$ cat config.mk
export PLATFORM = sky130hd
export DESIGN_NAME = battery_level_change_detector_core
export DESIGN_NICKNAME = d
export VERILOG_FILES = /design/src/rtl/core/bld_pkg.sv /design/src/rtl/core/bld_cell.sv /design/src/rtl/core/bld_window.sv /design/src/rtl/core/bld_report.sv /design/src/rtl/core/battery_level_change_detector_core.sv
export SDC_FILE = /design/constraint.sdc
export NUM_CORES = 1
export LEC_CHECK = 0
export ABC_AREA = 0
export BUFFER_PORTS_ARGS = -buffer_cell sky130_fd_sc_hd__buf_2
export CAP_MARGIN = 20
export CORE_MARGIN = 2
export CORE_UTILIZATION = 60
export DETAILED_ROUTE_END_ITERATION = 16
export MAX_ROUTING_LAYER = met4
export PLACE_DENSITY = 0.82
export REMOVE_ABC_BUFFERS = 1
export SETUP_SLACK_MARGIN = 0.02
export SKIP_CTS_REPAIR_TIMING = 1
export SLEW_MARGIN = 25
export SYNTH_ARGS = -nofsm -noshare
export SYNTH_HDL_FRONTEND = slang
export SYNTH_HIERARCHICAL = 1
export SYNTH_SLANG_ARGS = --single-unit
export TNS_END_PERCENT = 50
$ cat constraint.sdc
create_clock -name aclk -period 4.97 [get_ports aclk]
set_clock_uncertainty 0.15 [all_clocks]
set_input_delay 0.994 -clock aclk [delete_from_list [all_inputs] [get_ports aclk]]
set_output_delay 0.994 -clock aclk [all_outputs]
set_load 0.02 [all_outputs]
$ cat src/rtl/core/bld_pkg.sv
// Shared constants and types for the battery level change detector.
package bld_pkg;

    localparam int WINDOW_DEPTH = 16;
    localparam int SAMPLE_BITS  = 12;
    localparam int WIN_LOG2     = $clog2(WINDOW_DEPTH);
    localparam int TOTAL_BITS   = SAMPLE_BITS + WIN_LOG2;
    localparam int THR_BITS     = 12;
    localparam int CMP_BITS     = (SAMPLE_BITS > THR_BITS) ? SAMPLE_BITS : THR_BITS;
    localparam int ADDR_BITS    = 3;
    localparam int DATA_BITS    = 32;

    localparam logic [ADDR_BITS-3:0] REG_CHANGE_THRESHOLD = '0;
    localparam logic [THR_BITS-1:0]  THR_RESET = THR_BITS'(25);

    typedef logic [SAMPLE_BITS-1:0] sample_t;
    typedef logic [TOTAL_BITS-1:0]  total_t;
    typedef logic [THR_BITS-1:0]    thr_t;

    typedef struct packed {
        logic    valid;
        sample_t level;
    } win_out_t;

endpackage

$ cat src/rtl/core/bld_cell.sv
// One window cell: holds a sample and passes it on to its neighbour on each item.
module bld_cell (
    input  logic             aclk,
    input  logic             aresetn,
    input  logic             shift_en,
    input  bld_pkg::sample_t d_in,
    output bld_pkg::sample_t q_out
);

    bld_pkg::sample_t sample_reg;
    bld_pkg::sample_t sample_next;

    assign sample_next = shift_en ? d_in : sample_reg;

    always_ff @(posedge aclk) begin
        if (!aresetn) begin
            sample_reg <= '0;
        end else begin
            sample_reg <= sample_next;
        end
    end

    assign q_out = sample_reg;

endmodule

$ cat src/rtl/core/bld_window.sv
// Sample window: chain of cells, running total and the floor-mean stage register.
module bld_window (
    input  logic              aclk,
    input  logic              aresetn,
    input  logic              in_valid,
    input  bld_pkg::sample_t  in_sample,
    output logic              in_ready,
    input  logic              out_ready,
    output bld_pkg::win_out_t win_out
);

    bld_pkg::sample_t taps [0:bld_pkg::WINDOW_DEPTH];
    logic             accept;
    bld_pkg::total_t  total_reg;
    bld_pkg::total_t  total_next;
    bld_pkg::sample_t level_reg;
    bld_pkg::sample_t level_next;
    logic             valid_reg;
    logic             valid_next;

    assign in_ready = !valid_reg || out_ready;
    assign accept   = in_valid && in_ready;
    assign taps[0]  = in_sample;

    for (genvar i = 0; i < bld_pkg::WINDOW_DEPTH; i++) begin : g_cell
        bld_cell u_cell (
            .aclk     (aclk),
            .aresetn  (aresetn),
            .shift_en (accept),
            .d_in     (taps[i]),
            .q_out    (taps[i+1])
        );
    end

    // oldest entry leaves the window as the new one enters
    always_comb begin
        total_next = total_reg;
        level_next = level_reg;
        if (accept) begin
            total_next = total_reg - bld_pkg::TOTAL_BITS'(taps[bld_pkg::WINDOW_DEPTH])
                         + bld_pkg::TOTAL_BITS'(in_sample);
            level_next = total_next[bld_pkg::TOTAL_BITS-1:bld_pkg::WIN_LOG2];
        end
        if (accept) begin
            valid_next = 1'b1;
        end else if (out_ready) begin
            valid_next = 1'b0;
        end else begin
            valid_next = valid_reg;
        end
    end

    always_ff @(posedge aclk) begin
        if (!aresetn) begin
            total_reg <= '0;
            valid_reg <= 1'b0;
        end else begin
            total_reg <= total_next;
            valid_reg <= valid_next;
        end
    end

    always_ff @(posedge aclk) begin
        level_reg <= level_next;
    end

    assign win_out.valid = valid_reg;
    assign win_out.level = level_reg;

endmodule

$ cat src/rtl/core/bld_report.sv
// Deadband stage: compares the mean with the last reported level, holds the result item.
module bld_report (
    input  logic              aclk,
    input  logic              aresetn,
    input  bld_pkg::win_out_t win_in,
    output logic              in_ready,
    input  bld_pkg::thr_t     threshold,
    output logic              m_valid,
    input  logic              m_ready,
    output bld_pkg::sample_t  m_smoothed_level,
    output logic              m_report
);

    logic             take;
    bld_pkg::sample_t diff;
    logic             report_now;
    bld_pkg::sample_t last_reg;
    bld_pkg::sample_t last_next;
    logic             valid_reg;
    logic             valid_next;
    bld_pkg::sample_t level_reg;
    bld_pkg::sample_t level_next;
    logic             report_reg;
    logic             report_next;

    assign in_ready = !valid_reg || m_ready;
    assign take     = win_in.valid && in_ready;

    always_comb begin
        diff = (win_in.level > last_reg) ? (win_in.level - last_reg)
                                         : (last_reg - win_in.level);
        report_now = bld_pkg::CMP_BITS'(diff) > bld_pkg::CMP_BITS'(threshold);

        last_next   = last_reg;
        level_next  = level_reg;
        report_next = report_reg;
        if (take) begin
            level_next  = win_in.level;
            report_next = report_now;
            if (report_now) begin
                last_next = win_in.level;
            end
        end

        if (take) begin
            valid_next = 1'b1;
        end else if (m_ready) begin
            valid_next = 1'b0;
        end else begin
            valid_next = valid_reg;
        end
    end

    always_ff @(posedge aclk) begin
        if (!aresetn) begin
            last_reg  <= '0;
            valid_reg <= 1'b0;
        end else begin
            last_reg  <= last_next;
            valid_reg <= valid_next;
        end
    end

    always_ff @(posedge aclk) begin
        level_reg  <= level_next;
        report_reg <= report_next;
    end

    assign m_valid          = valid_reg;
    assign m_smoothed_level = level_reg;
    assign m_report         = report_reg;

endmodule

$ cat src/rtl/core/battery_level_change_detector_core.sv
// Top level of the battery level change detector: register port and item pipeline.
//
// Input channel s_*: one raw ADC sample per item (s_sample). Result channel m_*:
// one item per sample, carrying the floor mean of the last sixteen samples
// (m_smoothed_level) and a flag (m_report) that is set when that mean moved by
// more than change_threshold since the last report.
// change_threshold sits at byte address 0 of the APB port (reset 25); pready is
// always high and a write lands on the access cycle. Write it only while idle.
// A sample accepted on s_* passes two register stages, the window total and then the
// deadband compare, before its result appears on m_*.
// Throughput: one item per cycle while m_ready is high; the window is a chain of sixteen
// cells that shift on every accepted item, and the running total takes one add/subtract.
// Reset (aresetn low, synchronous) clears the window cells, the total, the last
// reported level and both stage valid bits, and restores the threshold.
// When m_ready is low the result is held; s_ready falls as soon as the window
// stage also holds an item, and rises in the cycle m_ready returns.
module battery_level_change_detector_core (
    input  logic                         aclk,
    input  logic                         aresetn,
    input  logic                         psel,
    input  logic                         penable,
    input  logic                         pwrite,
    input  logic [bld_pkg::ADDR_BITS-1:0] paddr,
    input  logic [bld_pkg::DATA_BITS-1:0] pwdata,
    output logic [bld_pkg::DATA_BITS-1:0] prdata,
    output logic                         pready,
    input  logic                         s_valid,
    output logic                         s_ready,
    input  logic [bld_pkg::SAMPLE_BITS-1:0] s_sample,
    output logic                         m_valid,
    input  logic                         m_ready,
    output logic [bld_pkg::SAMPLE_BITS-1:0] m_smoothed_level,
    output logic                         m_report
);

    bld_pkg::thr_t     thr_reg;
    bld_pkg::thr_t     thr_next;
    logic              wr_thr;
    logic              sel_thr;
    bld_pkg::win_out_t win_out;
    logic              win_ready;

    assign pready  = 1'b1;
    assign sel_thr = paddr[bld_pkg::ADDR_BITS-1:2] == bld_pkg::REG_CHANGE_THRESHOLD;
    assign wr_thr  = psel && penable && pwrite && pready && sel_thr;
    assign thr_next = wr_thr ? pwdata[bld_pkg::THR_BITS-1:0] : thr_reg;
    assign prdata  = sel_thr ? bld_pkg::DATA_BITS'(thr_reg) : '0;

    always_ff @(posedge aclk) begin
        if (!aresetn) begin
            thr_reg <= bld_pkg::THR_RESET;
        end else begin
            thr_reg <= thr_next;
        end
    end

    bld_window u_window (
        .aclk      (aclk),
        .aresetn   (aresetn),
        .in_valid  (s_valid),
        .in_sample (s_sample),
        .in_ready  (s_ready),
        .out_ready (win_ready),
        .win_out   (win_out)
    );

    bld_report u_report (
        .aclk             (aclk),
        .aresetn          (aresetn),
        .win_in           (win_out),
        .in_ready         (win_ready),
        .threshold        (thr_reg),
        .m_valid          (m_valid),
        .m_ready          (m_ready),
        .m_smoothed_level (m_smoothed_level),
        .m_report         (m_report)
    );

endmodule

==> Flow_metrics.wiki, run 1 <==
{| class="wikitable"
! Metric !! Value
|-
| Met3 WL || 740 um
|-
| Total count of hold-check failures in the final report || 0
|-
| Endpoint of the lowest-slack register-to-register path || u_report/last_reg[9]
|-
| Cell count after synthesis || 1199
|-
| Routed wirelength normalized by instance count || approximately 13 um
|-
| GRT overflow || 0
|-
| Max Buffers Root-to-Sink || 3
|-
| Global-route wire length before repair || around 34000 um
|-
| Detailed-route wire length on metal 1 || between 9000 and 10000 um
|-
| Cell seen most often among critical-path stages || sky130_fd_sc_hd__a21o_1
|-
| Cells traversed along the worst timing path || inv_1 > ha_1 > o211ai_1 > o21a_1 > o21ai_0 > a21o_1 > mux2i_1 > xor2_1 > ha_1 > a21o_1 > a21o_1 > a21o_1 > a2111oi_2 > nor3b_2 > buf_4 > mux2i_1
|-
| Setup slack of the most critical reg-to-reg path || roughly 470 ps
|-
| Top post-synthesis cells by area || sky130_fd_sc_hd__dfxtp_1 (38%), sky130_fd_sc_hd__mux2i_1 (18%), sky130_fd_sc_hd__nor2b_1 (11%)
|-
| Top Ports || roughly 100
|-
| Number of maximum-capacitance constraint violations || 0
|-
| Setup repair after global routing missed its margin || no
|-
| Most used flip-flop cell after synthesis || sky130_fd_sc_hd__dfxtp_1
|-
| Non-Filler Instances || between 1500 and 2000
|-
| Antenna violations before repair || 0
|-
| Number of global-route vias before repair || approximately 7400
|-
| Worst reg2reg startpoint || u_window/level_reg[5]
|-
| Proportion of synthesized chip area in sequential cells || 0.436
|-
| Longest individual stage delay on the worst path || about 500 ps
|-
| Count of state elements after synthesis || around 260
|-
| Critical Path End Type || flip-flop
|-
| Placeable core region || around 20000 um2
|-
| Critical path required time || 5210 ps
|-
| Worst IR drop on VDD || around 0.32 mV
|-
| Slowest cell on the critical path || sky130_fd_sc_hd__a21o_1
|-
| Post-synth top area share || 0.376
|-
| Hold Crit Depth || 2
|-
| Classification of the worst setup path || reg2reg
|-
| Share of synthesized flip-flops with an asynchronous set or reset || 0
|-
| Crit path arrival time || roughly 4700 ps
|-
| Die Footprint || about 22000 um2
|-
| Worst relative slew slack || 0.467
|-
| Clk_lat worst skew || about 520 ps
|-
| EDFF count, synth || 25
|-
| Element type at the critical path start || flip-flop
|-
| PwrDens || 553 nW/um2
|-
| Cell total after placement || approximately 1500
|-
| Number of warnings printed during yosys synthesis || 6
|-
| Final period utilization || 0.906
|-
| Synth area leader || sky130_fd_sc_hd__dfxtp_1
|-
| Most frequent cells after synthesis || sky130_fd_sc_hd__dfxtp_1 (234), sky130_fd_sc_hd__mux2i_1 (228), sky130_fd_sc_hd__nor2b_1 (213), sky130_fd_sc_hd__inv_1 (96), sky130_fd_sc_hd__nand2_1 (71)
|-
| Antenna viol nets, final || 0
|-
| Horiz. Die Dim || 148 um
|-
| Final antenna diode count || 0
|-
| Gr usage total || 0.187
|-
| Maximum fanout encountered on the critical timing path || 12
|-
| Worst slack after detailed placement || 517 ps
|-
| Leak Pwr || approximately 5.8 nW
|-
| Setup violators final || 0
|-
| Path type of the worst min-delay path || reg2reg
|-
| Half-perimeter wire length after detailed placement || ~13000 um
|-
| Post-synthesis instance area || ~12000 um2
|-
| Smallest setup slack after layout || roughly 470 ps
|-
| Upper clock frequency limit || approximately 220 MHz
|-
| Number of buffers added by the clock tree synthesis step || 26
|-
| Count of input and output buffers || between 50 and 60
|-
| Top layer reached by signal wires || met4
|-
| Clock sink count || about 260
|-
| Max Transition Viols Final || 0
|-
| Clock root buffer || sky130_fd_sc_hd__clkbuf_16
|-
| Number of distinct library cell variants in the gate-level netlist after synthesis || 62
|-
| Final critical delay including setup and external delays || around 4500 ps
|-
| Vertical die dimension || roughly 150 um
|-
| Cell with the most instances after synthesis || sky130_fd_sc_hd__dfxtp_1
|-
| Flip-flop count of the largest register after layout || ~190
|-
| Fraction of layout cells with a size suffix above 1 || 0.0976
|-
| Hold Crit Endpoint || u_window/total_reg[0]
|-
| Launch instance of the worst min-delay path || u_window/total_reg[0]
|-
| Clock slew at reported path FFs || 60 ps
|-
| Transition time at the pin with the least slew margin || about 800 ps
|-
| Number of fill cells in the layout || 1607
|-
| TritonCTS clock tree || built
|-
| Row Count || 52
|-
| 1st-pass router iterations || 4
|-
| Worst Reg-to-Reg Cells || 16
|-
| Number of vias after detailed routing || about 7800
|-
| Detail Route met2 WL || about 9300 um
|-
| Final net count || ~1400
|-
| DRC violations left || 0
|-
| Post-detailed-routing wire length || about 20000 um
|-
| DR vias/cell || about 5.1
|-
| Largest net degree at the start of global routing || 97
|-
| DR iter-0 viols || between 200 and 300
|-
| Area growth from synthesis to final layout || 9.25%
|-
| Status || complete, no violations
|-
| Synth Area per Inst || 10.4 um2
|-
| Global placer's final weighted congestion || a little over 0.9
|-
| Initial core utilization || 0.614
|-
| Max H-tree Level || 1
|}
[final cells by class]
type	count	area, um2	area share
multi-input cells	789	6170	0.453
inverters	96	368	0.0270
clock inverters	10	97.6	0.00717
clock buffers	38	798	0.0586
repair buffers	68	409	0.0301
flip-flops and latches	259	5440	0.399
well taps	270	338	0.0248
[metrics by stage]
| stage | util | hold slack [ps] | setup TNS (ps) | area (um2) | power, mW |
|---|---|---|---|---|---|
| final | 0.671 | 307 | 0 | 13600 | 7.52 |
| after global routing | 0.671 | 331 | 0 | 13600 | 8.04 |
| after CTS | 0.671 | 311 | 0 | 13600 | 7.57 |
| after detailed placement | 0.626 | 303 | 0 | 12700 | 5.56 |
| after global placement | 0.626 | 289 | 0 | 12700 | 5.46 |
| after floorplan | - | 282 | -739410 | 12000 | 4.95 |
[critical path, delay by kind of cell (launching register included)]
family	cells	cell delay [ps]
flip-flops	1	420
AO/OA/AOI/OAI	8	2140
multiplexers	2	430
adder cells (fa/ha/maj)	2	670
XOR/XNOR	1	160
buffers and inverters	2	300
AND/OR/NAND/NOR	1	90
[how the worst max path moves through the flow]
stage                          startpoint                     to  slack, ps  cells past startpoint
floorplan                         m_ready  u_window/total_reg[9]      -3630                      7
global placement    u_window/level_reg[0]  u_report/last_reg[11]        580                     18
detailed placement  u_window/level_reg[5]   u_report/last_reg[8]        520                     16
CTS                 u_window/level_reg[0]   u_report/last_reg[9]        490                     18
global route        u_window/level_reg[5]   u_report/last_reg[9]        260                     16
finish              u_window/level_reg[5]   u_report/last_reg[9]        470                     16
[logic make-up after synthesis]
kind of cell / after synthesis / synth area share
other: 2 / 0.000603
buffers and inverters: 170 / 0.0746
muxes: 229 / 0.184
AOI/OAI and AO/OA: 105 / 0.0567
DFF: 259 / 0.436
xor gates and xnor gates: 24 / 0.0169
adders and majority gates: 65 / 0.0737
and+or+nand+nor: 345 / 0.157
[cells in the final DEF, fill, tap and decap left out, drive strengths merged, types with 11 or more instances in the layout]
cell,count
ha,51
a21oi,36
o21ai,14
a21o,15
xnor2,17
dfxtp,234
nand2,71
edfxtp,25
fa,14
nor2b,213
buf,68
mux2i,228
clkbuf,38
inv,97
conb,21
nor2,18
nand3,11
[per-layer routing]
layer	up-vias	global-route usage
met5	-	-
met4	0	0.0467
met3	28	0.0255
met2	123	0.313
met1	3565	0.241
li1	4037	-
[report_power, final]
group | internal [mW] | switching, mW
Clock | 1.21 | 0.774
Combinational | 1.35 | 1.69
Sequential | 2.37 | 0.135
Total | 4.93 | 2.60
Note: power is estimated with default switching activity, not from simulation.
==> run 2: changes to the inputs <==
--- a/config.mk
+++ b/config.mk
@@ -5,14 +5,14 @@
 export SDC_FILE = /design/constraint.sdc
 export NUM_CORES = 1
 export LEC_CHECK = 0
-export ABC_AREA = 0
-export BUFFER_PORTS_ARGS = -buffer_cell sky130_fd_sc_hd__buf_2
+export ABC_AREA = 1
+export BUFFER_PORTS_ARGS = -buffer_cell sky130_fd_sc_hd__clkbuf_2
 export CAP_MARGIN = 20
 export CORE_MARGIN = 2
-export CORE_UTILIZATION = 60
+export CORE_UTILIZATION = 61
 export DETAILED_ROUTE_END_ITERATION = 16
 export MAX_ROUTING_LAYER = met4
-export PLACE_DENSITY = 0.82
+export PLACE_DENSITY = 0.83
 export REMOVE_ABC_BUFFERS = 1
 export SETUP_SLACK_MARGIN = 0.02
 export SKIP_CTS_REPAIR_TIMING = 1
==> Flow_metrics.wiki, run 2 <==
{| class="wikitable"
! Metric !! Value
|-
| Die Footprint || about 24000 um2
|-
| Largest net degree at the start of global routing || 104
|-
| Share of synthesized flip-flops with an asynchronous set or reset || 0
|-
| Number of global-route vias before repair || between 10000 and 15000
|-
| Proportion of synthesized chip area in sequential cells || 0.394
|-
| Leading cell types in the layout, fill and taps excluded || sky130_fd_sc_hd__nand2_1 (643), sky130_fd_sc_hd__nor2_1 (459), sky130_fd_sc_hd__inv_1 (420)
|-
| Number of maximum-capacitance constraint violations || 0
|-
| TritonCTS clock tree || built
|-
| Adder and majority gate portion of the synthesized area || 0.0665
|-
| Final critical delay including setup and external delays || around 4000 ps
|-
| DRC violations left || 0
|-
| Global-route wire length before repair || 44100 um
|-
| Row Count || 55
|-
| Synth Area per Inst || 6.54 um2
|-
| Post-synthesis instance area || around 14000 um2
|-
| Post-detailed-routing wire length || ~26000 um
|-
| Horiz. Die Dim || between 150 and 200 um
|-
| Count of input and output buffers || 58
|-
| Gr usage total || 0.221
|-
| Total Neg Setup Slack || 0 ps
|-
| PnR Total Power || roughly 8.3 mW
|-
| Smallest setup slack after layout || a little under 1000 ps
|-
| Classification of the worst setup path || reg2reg
|-
| Leak Pwr || just over 8 nW
|-
| Upper clock frequency limit || between 200 and 300 MHz
|-
| Global placer's final weighted congestion || between 0.8 and 0.9
|-
| Routed wirelength normalized by instance count || 10.4 um
|-
| Post-synthesis mux area share || 0
|-
| 1st-pass router iterations || 5
|-
| Worst IR drop on VDD || 0.305 mV
|-
| Most used flip-flop cell after synthesis || sky130_fd_sc_hd__dfxtp_1
|-
| Cell seen most often among critical-path stages || sky130_fd_sc_hd__nand2_1
|-
| Antenna viol nets, final || 0
|-
| Flip-flop count of the largest register after layout || 192
|-
| Final period utilization || 0.803
|-
| Worst relative slew slack || 0.391
|-
| Post-synthesis compound-gate area fraction || 0.0207
|-
| Placed inst area || 13900 um2
|-
| Slowest cell on the critical path || sky130_fd_sc_hd__fa_1
|-
| Area share of and/or/nand/nor cells after synthesis || 0.340
|-
| Combinational family with the most area after synthesis || simple AND/OR/NAND/NOR gates
|-
| Status || complete, no violations
|-
| PwrDens || roughly 560 nW/um2
|-
| Top post-synthesis cells by area || sky130_fd_sc_hd__dfxtp_1 (34%), sky130_fd_sc_hd__nand2_1 (17%), sky130_fd_sc_hd__nor2_1 (12%)
|-
| Clock root buffer || sky130_fd_sc_hd__clkbuf_16
|-
| Count of state elements after synthesis || 259
|-
| Post-synth top area share || 0.339
|-
| Path type of the worst min-delay path || reg2reg
|-
| Final antenna diode count || 0
|-
| Xor and xnor area share after synthesis || 0.0114
|-
| Cells traversed along the worst timing path || inv_1 > ha_1 > inv_1 > fa_1 > nand3_1 > nand3_1 > nand3_1 > nand3_1 > nand2_2 > inv_2 > nand2_1 > nand2_1 > inv_1 > ha_1 > nand2_1 > inv_1 > nand2_1 > nor2_1 > nand2_1 > nand3_2 > nand3_2 > nand2_1 > inv_1 > nor2_1
|-
| Cell count after synthesis || roughly 2100
|-
| Synth area leader || sky130_fd_sc_hd__dfxtp_1
|-
| Placeable core region || approximately 22000 um2
|-
| Initial core utilization || 0.615
|-
| Clk_lat worst skew || 540 ps
|-
| Buffers and inverters on the worst path || 6
|-
| Leading cell type in the layout, fill and taps excluded || sky130_fd_sc_hd__nand2_1
|-
| Setup repair after global routing missed its margin || no
|-
| Element type at the critical path start || flip-flop
|-
| Critical path required time || about 5300 ps
|-
| Clock slew at reported path FFs || around 60 ps
|-
| Fraction of layout cells with a size suffix above 1 || 0.0602
|-
| Category of cells accounting for the largest share of critical-path delay || simple AND/OR/NAND/NOR gates
|-
| Maximum fanout encountered on the critical timing path || 14
|-
| Clock sink count || between 200 and 300
|-
| Longest individual stage delay on the worst path || between 400 and 500 ps
|-
| EDFF count, synth || 25
|-
| Number of distinct library cell variants in the gate-level netlist after synthesis || 35
|-
| DR iter-0 viols || approximately 600
|-
| Area growth from synthesis to final layout || 7.89%
|-
| Number of vias after detailed routing || approximately 11000
|-
| Top Ports || 102
|-
| Max Buffers Root-to-Sink || 3
|-
| Critical Path End Type || flip-flop
|-
| Number of buffers added by the clock tree synthesis step || 28
|-
| Cell with the most instances after synthesis || sky130_fd_sc_hd__nand2_1
|-
| Most frequent cells after synthesis || sky130_fd_sc_hd__nand2_1 (643), sky130_fd_sc_hd__nor2_1 (459), sky130_fd_sc_hd__inv_1 (421), sky130_fd_sc_hd__dfxtp_1 (234), sky130_fd_sc_hd__nand3_1 (54)
|-
| Final net count || 2257
|-
| Post-route design area || ~15000 um2
|-
| Antenna violations before repair || 0
|-
| GRT overflow || 0
|-
| Total count of hold-check failures in the final report || 0
|-
| Worst slack after detailed placement || between 1000 and 1500 ps
|-
| Crit path arrival time || 4310 ps
|-
| Transition time at the pin with the least slew margin || between 900 and 1000 ps
|-
| Max H-tree Level || 1
|-
| Max Transition Viols Final || 0
|-
| Setup violators final || 0
|-
| Half-perimeter wire length after detailed placement || around 17000 um
|-
| DR vias/cell || ~4.6
|-
| Vertical die dimension || about 150 um
|-
| Number of warnings printed during yosys synthesis || 6
|}
==> run 2: final cells by class <==
cell class	count	area (um2)
Clock inverter	9	139
Clock buffer	41	810
Tap cell	285	357
Sequential cell	259	5440
Inverter	424	1600
Multi-Input combinational cell	1357	6140
Fill cell	1959	7540
Timing Repair Buffer	68	409
==> run 2: final timing paths <==
kind | end | depth (start not counted) | startpoint | slack (ps)
max | u_report/last_reg[0] | 24 | u_window/level_reg[0] | 980
min | u_window/total_reg[0] | 2 | u_window/total_reg[0] | 310
max reg2reg | u_report/last_reg[0] | 24 | u_window/level_reg[0] | 980
min reg2reg | u_window/total_reg[0] | 2 | u_window/total_reg[0] | 310
==> run 2: kinds of logic (layout without fill, tap and decap cells) <==
logic type,after synthesis,after routing
adders and majority gates,65,65
AOI/OAI and AO/OA,54,54
xor gates and xnor gates,18,18
buffers and inverters,512,542
and+or+nand+nor,1199,1199
other,2,21
DFF,259,259
==> run 2: power by group <==
part           switching [mW]  leakage [nW]  total [mW]  internal (mW)
Sequential              0.156          2.17        2.58           2.42
Clock                   0.810         0.466        2.09           1.28
Combinational            2.35          5.47        3.63           1.28
==> run 2: layer usage <==
metal / track usage / routed length [um] / up-vias
met5: - / 0 / -
met2: 0.397 / 12500 / 174
li1: - / - / 6132
met4: 0.0639 / 464 / 0
met3: 0.0266 / 1010 / 38
met1: 0.262 / 11500 / 4944
==> run 2: worst reg2reg max path, cell delays in order (launching register included) <==
cell                       delay, ps
sky130_fd_sc_hd__edfxtp_1        410
sky130_fd_sc_hd__inv_1           100
sky130_fd_sc_hd__ha_1            150
sky130_fd_sc_hd__inv_1            90
sky130_fd_sc_hd__fa_1            450
sky130_fd_sc_hd__nand3_1         100
sky130_fd_sc_hd__nand3_1         170
sky130_fd_sc_hd__nand3_1         120
sky130_fd_sc_hd__nand3_1          90
sky130_fd_sc_hd__nand2_2         230
sky130_fd_sc_hd__inv_2           170
sky130_fd_sc_hd__nand2_1         100
sky130_fd_sc_hd__nand2_1          50
sky130_fd_sc_hd__inv_1            60
sky130_fd_sc_hd__ha_1            150
sky130_fd_sc_hd__nand2_1          70
sky130_fd_sc_hd__inv_1            50
sky130_fd_sc_hd__nand2_1          60
sky130_fd_sc_hd__nor2_1          170
sky130_fd_sc_hd__nand2_1          90
sky130_fd_sc_hd__nand3_2         250
sky130_fd_sc_hd__nand3_2         320
sky130_fd_sc_hd__nand2_1         160
sky130_fd_sc_hd__inv_1            60
sky130_fd_sc_hd__nor2_1          110
==> run 2: stage by stage <==
| stage | hold slack (ps) | util | instances |
|---|---|---|---|
| 2_1_floorplan | 283 | - | 2040 |
| 3_3_place_gp | 296 | 0.621 | 2393 |
| 3_5_place_dp | 300 | 0.621 | 2393 |
| 4_1_cts | 309 | 0.664 | 2443 |
| 5_1_grt | 328 | 0.664 | 2443 |
| 6_report | 314 | 0.664 | 2443 |
==> run 3: changes to the inputs <==
--- a/config.mk
+++ b/config.mk
@@ -5,14 +5,14 @@
 export SDC_FILE = /design/constraint.sdc
 export NUM_CORES = 1
 export LEC_CHECK = 0
-export ABC_AREA = 1
+export ABC_AREA = 0
 export BUFFER_PORTS_ARGS = -buffer_cell sky130_fd_sc_hd__clkbuf_2
 export CAP_MARGIN = 20
 export CORE_MARGIN = 2
-export CORE_UTILIZATION = 61
+export CORE_UTILIZATION = 54
 export DETAILED_ROUTE_END_ITERATION = 16
 export MAX_ROUTING_LAYER = met4
-export PLACE_DENSITY = 0.83
+export PLACE_DENSITY = 0.78
 export REMOVE_ABC_BUFFERS = 1
 export SETUP_SLACK_MARGIN = 0.02
 export SKIP_CTS_REPAIR_TIMING = 1
==> constraint.sdc (replaced) <==
create_clock -name aclk -period 3.5 [get_ports aclk]
set_clock_uncertainty 0.15 [all_clocks]
set_input_delay 0.7 -clock aclk [delete_from_list [all_inputs] [get_ports aclk]]
set_output_delay 0.7 -clock aclk [all_outputs]
set_load 0.02 [all_outputs]
==> Flow_metrics.wiki, run 3 (synthesized netlist as in run 1, its figures left out) <==
{| class="wikitable"
! Metric !! Value
|-
| Number of buffers added by the clock tree synthesis step || 26
|-
| Flop pwr share || 0.294
|-
| Switching power as a share of total power || 0.341
|-
| Total count of hold-check failures in the final report || 0
|-
| Die Footprint || around 24000 um2
|-
| Fraction of layout cells with a size suffix above 1 || 0.154
|-
| Upper clock frequency limit || 246 MHz
|-
| Path type of the worst min-delay path || in2reg
|-
| Maximum fanout encountered on the critical timing path || 7
|-
| Number of global-route vias before repair || 7805
|-
| Clock root buffer || sky130_fd_sc_hd__clkbuf_16
|-
| Launch instance of the worst min-delay path || pwdata[2]
|-
| Status || complete, but fails checks
|-
| TritonCTS clock tree || built
|-
| Failing checks || setup timing
|-
| Area growth from synthesis to final layout || 13.9%
|-
| Number of maximum-capacitance constraint violations || 0
|-
| Routed wirelength normalized by instance count || between 10 and 15 um
|-
| Final hold slack || about 250 ps
|-
| Final net count || between 1000 and 1500
|-
| Placeable core region || about 23000 um2
|-
| 1st-pass router iterations || 5
|-
| Transition time at the pin with the least slew margin || about 710 ps
|-
| Initial core utilization || 0.550
|-
| Setup repair after global routing missed its margin || yes
|-
| Leading cell type in the layout, fill and taps excluded || sky130_fd_sc_hd__dfxtp_1
|-
| Clk_lat worst skew || around 520 ps
|-
| Switching component of the power || 4.06 mW
|-
| PwrDens || roughly 840 nW/um2
|-
| Antenna viol nets, final || 0
|-
| Count of input and output buffers || 58
|-
| Element type at the critical path start || flip-flop
|-
| Largest net degree at the start of global routing || 87
|-
| Final period utilization || 1.16
|-
| Max H-tree Level || 1
|-
| Antenna violations before repair || 0
|-
| Horiz. Die Dim || 156 um
|-
| Number of vias after detailed routing || a little over 8000
|-
| GRT overflow || 0
|-
| DR vias/cell || 5.02
|-
| Setup violators final || 13
|-
| Global-route wire length before repair || about 36000 um
|-
| Internal Dissipation || 7.84 mW
|-
| Critical Path End Type || flip-flop
|-
| Source of the critical timing path || u_window/level_reg[0]
|-
| Post-detailed-routing wire length || between 20000 and 25000 um
|-
| Clock sink count || about 260
|-
| Max Buffers Root-to-Sink || 3
|-
| Gr usage total || 0.181
|-
| Final critical delay including setup and external delays || between 4000 and 5000 ps
|-
| Worst reg2reg startpoint || u_window/level_reg[0]
|-
| Global placer's final weighted congestion || ~0.90
|-
| Clock slew at reported path FFs || about 60 ps
|-
| Classification of the worst setup path || reg2reg
|-
| Leak Pwr || 6.19 nW
|-
| Half-perimeter wire length after detailed placement || around 14000 um
|-
| Clk network pwr share || 0.246
|-
| Top Ports || ~100
|-
| Final antenna diode count || 0
|-
| Critical path required time || between 3000 and 4000 ps
|-
| Flip-flop count of the largest register after layout || about 190
|-
| Leading cell types in the layout, fill and taps excluded || sky130_fd_sc_hd__dfxtp_1 (234), sky130_fd_sc_hd__mux2i_1 (227), sky130_fd_sc_hd__nor2b_1 (213)
|-
| DR iter-0 viols || 363
|-
| Max Transition Viols Final || 0
|-
| Worst relative slew slack || 0.526
|-
| PnR Total Power || between 10 and 15 mW
|-
| Crit path arrival time || roughly 4400 ps
|-
| Share of power burned in combinational logic || 0.460
|-
| Worst IR drop on VDD || approximately 0.54 mV
|-
| Vertical die dimension || 156 um
|-
| Row Count || between 50 and 60
|-
| Smallest setup slack after layout || -558 ps
|-
| DRC violations left || 0
|}
[run 3: changes by cell type in the layout (fill, tap and decap cells not counted), sizes merged, moves of 15 or more]
| cell | before | now |
|---|---|---|
| nand2 | 649 | 71 |
| nor2 | 462 | 18 |
| inv | 423 | 98 |
| mux2i | 0 | 228 |
| nor2b | 0 | 213 |
| buf | 11 | 78 |
| nand3 | 58 | 11 |
| nand4 | 22 | 5 |
| xnor2 | 2 | 17 |
[run 3: per-stage QoR]
stage	instance area [um2]	TNS (ps)	worst slack, ps	utilization	instances
after floorplan	12000	-1005760	-4810	-	1144
after global placement	13200	-7320	-580	0.584	1562
after detailed placement	13200	-8840	-697	0.584	1562
after CTS	14100	-9470	-749	0.624	1610
after global routing	14200	-9800	-792	0.627	1612
final	14200	-6840	-558	0.627	1612
[run 3: final cells by class]
type | instances | area, um2
clock inverter | 13 | 145
sequential | 259 | 5440
tap | 285 | 357
multi-input combinational | 789 | 6210
fill | 1807 | 8440
clock buffer | 35 | 777
timing repair buffer | 135 | 911
inverter | 96 | 368
[run 3: final timing paths]
kind / cells past startpoint / endpoint / slack [ps]
worst min register to register: 2 / u_window/total_reg[3] / 310
worst max-delay path: 17 / u_report/last_reg[0] / -560
worst min-delay path: 3 / thr_reg[2] / 250
worst max register to register: 17 / u_report/last_reg[0] / -560
[run 3: power groups by stage]
stage	Combinational, mW	Sequential, mW	Clock, mW
4_1_cts	5.24	3.50	2.98
3_5_place_dp	5.20	3.56	0
6_report	5.48	3.50	2.92
2_1_floorplan	3.44	3.60	0
3_3_place_gp	5.05	3.55	0
5_1_grt	6.11	3.53	3.10
[run 3: worst max-delay path: stages (launching register included)]
cell and delay [ps]:
sky130_fd_sc_hd__edfxtp_1 380, sky130_fd_sc_hd__ha_1 180, sky130_fd_sc_hd__inv_1 50, sky130_fd_sc_hd__fa_1 380, sky130_fd_sc_hd__a21o_1 190, sky130_fd_sc_hd__a22o_1 220, sky130_fd_sc_hd__or4b_1 500, sky130_fd_sc_hd__a21oi_1 150
sky130_fd_sc_hd__o22ai_1 100, sky130_fd_sc_hd__xor2_1 170, sky130_fd_sc_hd__ha_1 300, sky130_fd_sc_hd__and4_4 220, sky130_fd_sc_hd__nand2_1 70, sky130_fd_sc_hd__a21oi_2 160, sky130_fd_sc_hd__a2111oi_4 70, sky130_fd_sc_hd__nor3b_2 260
sky130_fd_sc_hd__buf_6 200, sky130_fd_sc_hd__mux2i_1 200
[run 3: per-layer routing]
metal / up-vias / track usage / wire length [um]
met1: 3760 / 0.230 / 10400
met4: 0 / 0.0415 / 256
met2: 146 / 0.310 / 10200
met5: - / - / 0
li1: 4167 / - / -
met3: 18 / 0.0250 / 843
